[src/bb3_pkg.sv]
// shared types and constants of the 3x3 binomial blur stream
package bb3_pkg;

	// default line buffer depth (widest supported row)
	localparam int MAX_WIDTH_DEF = 2048;

	// result queue geometry
	localparam int OUTQ_DEPTH = 4;
	localparam int OUTQ_AW    = $clog2(OUTQ_DEPTH);
	localparam int OUTQ_CW    = $clog2(OUTQ_DEPTH + 1);

	// one result beat
	typedef struct packed {
		logic [7:0]  blurred;
		logic [10:0] column;
		logic [15:0] row;
		logic        frame_end;
		logic        last_of_run;
	} res_t;

	// up to two results handed to the queue in one cycle, in order
	typedef struct packed {
		logic [1:0] cnt;
		res_t       first;
		res_t       second;
	} push_t;

endpackage

[src/bb3_outq.sv]
// result queue: two results a cycle in at most, one out unless stalled
module bb3_outq (
	input  logic                             clk,
	input  logic                             arst_n,
	input  bb3_pkg::push_t                   push,
	output logic [bb3_pkg::OUTQ_CW-1:0]      free,
	output bb3_pkg::res_t                    head,
	output logic                             out_valid,
	input  logic                             out_stall
);

	bb3_pkg::res_t                  ent_q [bb3_pkg::OUTQ_DEPTH];
	logic [bb3_pkg::OUTQ_AW-1:0]    wr_ptr_q;
	logic [bb3_pkg::OUTQ_AW-1:0]    rd_ptr_q;
	logic [bb3_pkg::OUTQ_CW-1:0]    count_q;
	logic                           pop;
	logic [bb3_pkg::OUTQ_AW-1:0]    wr_next;

	assign out_valid = (count_q != '0);
	assign pop       = out_valid && !out_stall;
	assign free      = bb3_pkg::OUTQ_CW'(bb3_pkg::OUTQ_DEPTH) - count_q;
	assign head      = ent_q[rd_ptr_q];
	assign wr_next   = wr_ptr_q + bb3_pkg::OUTQ_AW'(1);

	// pointers and fill count
	always_ff @(posedge clk or negedge arst_n) begin
		if (!arst_n) begin
			wr_ptr_q <= '0;
			rd_ptr_q <= '0;
			count_q  <= '0;
		end else begin
			wr_ptr_q <= wr_ptr_q + bb3_pkg::OUTQ_AW'(push.cnt);
			count_q  <= count_q + bb3_pkg::OUTQ_CW'(push.cnt) - bb3_pkg::OUTQ_CW'(pop);
			if (pop) begin
				rd_ptr_q <= rd_ptr_q + bb3_pkg::OUTQ_AW'(1);
			end
		end
	end

	// entry storage
	always_ff @(posedge clk) begin
		if (push.cnt != 2'd0) begin
			ent_q[wr_ptr_q] <= push.first;
		end
		if (push.cnt == 2'd2) begin
			ent_q[wr_next] <= push.second;
		end
	end

endmodule
[config.mk]
export PLATFORM = sky130hd
export DESIGN_NAME = bb3_outq
export DESIGN_NICKNAME = d
export VERILOG_FILES = /design/src/bb3_pkg.sv /design/src/bb3_outq.sv
export SDC_FILE = /design/constraint.sdc
export NUM_CORES = 1
export LEC_CHECK = 0
export BUFFER_PORTS_ARGS = -buffer_cell sky130_fd_sc_hd__buf_4
export CAP_MARGIN = 40
export CORE_MARGIN = 2
export CORE_UTILIZATION = 62
export DETAILED_ROUTE_END_ITERATION = 12
export PLACE_DENSITY_LB_ADDON = 0.25
export SYNTH_ARGS = -nofsm -noshare
export SYNTH_HDL_FRONTEND = slang
export SYNTH_SLANG_ARGS = --single-unit
[constraint.sdc]
create_clock -name clk -period 9.13 [get_ports clk]
set_clock_uncertainty 0.2 [all_clocks]
set_input_delay 0.4565 -clock clk [delete_from_list [all_inputs] [get_ports clk]]
set_output_delay 0.4565 -clock clk [all_outputs]
set_load 0.05 [all_outputs]
## Word-level counts from Yosys, hierarchy flattened

Memory sizes are Yosys's and may differ from the RTL's.
Index checks and enable logic that the tools add are counted.

| operators by class | value |
|---|---|
| add/subtract/negate cells | 6 |
| eq/ne operators | 1 |
| multiplexer cells | 4 |
| reduce and logical (&&, ||, !) cells | 4 |

Operators by type and width:

| operator | count |
|---|---|
| adder 2 x 1 -> 2 bit, second input constant | 2 |
| two-way mux 1 bit | 4 |
| adder 3 x 2 -> 3 bit | 1 |
| nonzero test 3 bit | 1 |
| subtractor 3 x 1 -> 3 bit | 1 |
| subtractor 3 bit, first input constant | 1 |
| adder 2 bit | 1 |
| == test 2 bit, second input constant | 1 |
| nonzero test 2 bit | 1 |
| logical AND 1 bit | 1 |
| logical NOT 1 bit | 1 |

| storage, ports and cells | value |
|---|---|
| register bits after elaboration | 7 |
| bits in writable memories | 148 |
| input port bits | 79 |
| word-level logic and storage cells | 19 |
| memories kept | 1 |

Memory list:

| name | depth | width | read ports | clocked after memory_dff | wr ports | line | RTL |
|---|---|---|---|---|---|---|---|
| ent_q | 4 | 37 | 1 | 0 | 2 | bb3_outq.sv:12 | `bb3_pkg::res_t ent_q [bb3_pkg::OUTQ_DEPTH];` |

## Logic depth before layout (Yosys ltp)

| depth | value |
|---|---|
| depth after elaboration | 3 |
| gate-level depth with buffers | 11 |

## Worst setup path after synthesis

Ideal clock, no wire load.

| timing | value |
|---|---|
| path type | input port to flip-flop |
| start point | input push[75] in the netlist's numbering |
| end point | memory ent_q[0][0] in the netlist's numbering, enable pin |
| setup time | 0.483 ns |
| arrival | 3.326 ns |
| setup slack | 5.121 ns |
| stages on the path | 3 |
| cells stage by stage | clkbuf_2 > o21bai_1 > o21ai_0 |

RTL lines:

| element | line | RTL |
|---|---|---|
| from (decl) | bb3_outq.sv:5 | `input bb3_pkg::push_t push,` |
| to (decl) | bb3_outq.sv:12 |  |

==> impl_results.md <==
* Clock root cell: clkbuf_16
* Portion of netlist area occupied by mux cells at 34.4%
* Power per standard cell area at 352 nW/um^2
* Ys flop type: edfxtp_1
* Synth area leaders: edfxtp_1 (57%), mux2_2 (14%), mux4_2 (11%)
* Max_cap viols at 0
* Drt total wl at 15.7 mm
* Routability congestion estimate at around 0.75
* Fin crit period at 3.13 ns
* Setup TNS at 0 ns
* FF+latch count, synth at ~160
* Post-synthesis async set-or-reset flop share at under 10%
* Worst-path clk slew at 0.06 ns
* CP Cell Sequence: buf_4 > mux4_2 > buf_4
* Rows at 41
* Reg area at 4620 um^2
* Antenna violations before repair at 0
* Slew margin rel. at 48.1%
* DRC at 0
* Crit path required time at 8.47 ns
* CTS tree: yes
* Antenna Violating Nets Remaining at 0
* EDFF count, synth at 148
* Worst hold path class: in -> reg
* Layout cell share with drive strength beyond 1 at 64.9%
* Syn Area/Cell at between 15 and 20 um^2
* Top-count cell post-synth: edfxtp_1
* First-pass GRT wire length at 23.8 mm
* Crit-path slowest cell: dfrtp_2
* # Post-CTS Setup Buffers at 0
* Final hold slack at between 0.1 and 0.15 ns
* Post-Synth XOR/XNOR Area at less than 1%
* Max FO, Critical Path at 25
* Die ar. at 13600 um^2
* Outcome: finished, final reports clean
* Syn Inst Count at 402
* Initial Util at 62.9%
* Peak supply drop at 0.257 mV
* Critical Path Max Stage Delay at 0.69 ns
* Synth Area in Compound Gates at less than 1%
* Final Setup Violations at 0
* P&R area growth vs syn at 19.8%
* Final period util at 34.3%
* Post-synth top area share at 56.7%
* Hold Vio Cnt, Final at 0
* Worst slew pin tran at 0.776 ns
* Cts bufs inserted at 17
* Startpoint types: flop
* CP Class: reg -> out
* Synth Net Count at 488
* H-tree Lvls at 4
* Most frequent cells after synthesis: edfxtp_1 (148), mux2_2 (99), mux2_4 (49)
* Mapped cell area at 7840 um^2
* Number of port buffers at 119
* RSZ-0062 raised after global routing: no
* # IOs at 120
* Clk Latency, worst-skew pair at 0.42 ns
* Synth cell types at 24
* Drt pass-1 iters at 5
* Initial DRC count at 294
* Crit-path most repeated cell: buf_4
* Wire per inst at 22.1 um
* DIE WIDTH at 116 um
* Slew Viols, Final at 0
* Vias at between 4000 and 5000
* Vias in the first global route at 4422
* Placed cells at 677
* Largest net degree at the start of global routing at 38
* CTS sink count at ~160
* Antenna fix cells at 0
* FILL cells at 753
* Post-route insts no fill at around 700
* Synth area leader: edfxtp_1
* Drt via density at 5.86
* Fmax at 319 MHz
* Die span in y at 116 um
* DP HPWL at 9.65 mm
* Synth Area in Adders at ~1.2%
* Post-synthesis simple-gate area fraction at 0.862%
* Nets at 611
* Synth Warn # at 0
* WP data arrival at 2.48 ns
* CORE AREA at 12500 um^2
* Sequential share of the synthesized area at ~59%
* Clk buf depth at 2
* Main combinational cell family by area after synthesis: multiplexers
* Gr usage total at 24.5%
* CP endpoint kind: output port
* Lkg Pwr at 3.49 nW
* Total gr overflow at 0
* Multi-input logic area at around 3000 um^2
-- layout by cell type (no fill, tap or decap) --
| master | count |
|---|---|
| nor4b_4 | 1 |
| xor2_1 | 2 |
| and4bb_2 | 2 |
| buf_4 | 128 |
| dfrtp_2 | 2 |
| mux2_2 | 99 |
| clkinv_1 | 6 |
| mux2i_1 | 1 |
| clkbuf_16 | 17 |
| nand4b_1 | 1 |
| clkinvlp_4 | 1 |
| nor2_1 | 1 |
| fa_1 | 1 |
| nor3b_1 | 1 |
| o21bai_4 | 1 |
| nor2_4 | 2 |
| dlygate4sd3_1 | 1 |
| bufinv_16 | 2 |
| o21ai_4 | 1 |
| inv_1 | 10 |
| mux2_4 | 49 |
| edfxtp_1 | 148 |
| buf_12 | 1 |
| o21bai_1 | 1 |
| mux4_2 | 37 |
| clkinv_2 | 4 |
| buf_8 | 1 |
| ha_1 | 6 |
| dfrtp_1 | 5 |
| xnor2_1 | 4 |
-- layer usage --
layer | track usage [%] | part of all wire, %
met1 | 31.1 | 40
met2 | 42.1 | 52
met3 | 5.03 | 6.1
met4 | 8.97 | 1.7
met5 | 0 | 0
-- final cells by class --
cell class,instances,share of cell area (%)
clock buffer,17,4.53
clock inverter,13,1.17
inverter,10,0.400
multi-input combinational,210,31.7
sequential,155,49.2
tap,172,2.29
timing repair buffer,131,10.7
-- per-stage QoR --
step	total power [mW]	area (um^2)	util [%]	setup slack, ns
2_1_floorplan	2.26	7840	-	5.12
3_3_place_gp	2.64	8810	70.7	6.27
3_5_place_dp	2.68	8850	71.0	6.35
4_1_cts	3.33	9390	75.3	5.90
5_1_grt	3.44	9390	75.3	5.81
6_report	3.30	9390	75.3	6.00
-- critical path, delay by kind of cell, from the launching register on --
family,cells,cell delay [ns]
buffers and inverters,2,0.76
flip-flops,1,0.69
multiplexers,1,0.59
-- state kept, by name, indices dropped and copies added (netlist names) --
| register | cells |
|---|---|
| ent_q | 148 |
| wr_ptr_q | 2 |
| count_q | 3 |
| rd_ptr_q | 2 |
-- cells by family after synthesis --
logic type | Yosys count
simple gates | 8
xor+xnor | 6
fa+ha+maj | 7
flops | 155
buf+inv | 37
mux | 186
compound gates | 3
-- path summary, 6_finish.rpt --
path,start,to,slack [ns],cells past startpoint
max in group asynchronous,arst_n,rd_ptr_q[0]$_DFFE_PN0P_,8.41,2
setup / recovery,rd_ptr_q[0]$_DFFE_PN0P_,head[16],6.00,3
hold / removal,push[74],count_q[0]$_DFF_PN0_,0.14,2
min in group asynchronous,arst_n,count_q[0]$_DFF_PN0_,0.17,2
hold reg to reg,count_q[2]$_DFF_PN0_,count_q[2]$_DFF_PN0_,0.35,2
setup reg to reg,wr_ptr_q[1]$_DFF_PN0_,ent_q[3][36]$_DFFE_PP_,6.41,3
-- repair_timing --
| item | in CTS | in global routing |
|---|---|---|
| gates resized for setup | 0 | 0 |
| setup endpoints to repair | 0 | 0 |
| hold endpoints to repair | 7 | 0 |
| hold buffers | 1 | 0 |
-- power by group --
group	switching (mW)	internal, mW
combinational	0.940	0.563
sequential	0.0903	1.06
clock	0.259	0.390
total	1.29	2.01
Note: power is estimated with default switching activity, not from simulation.
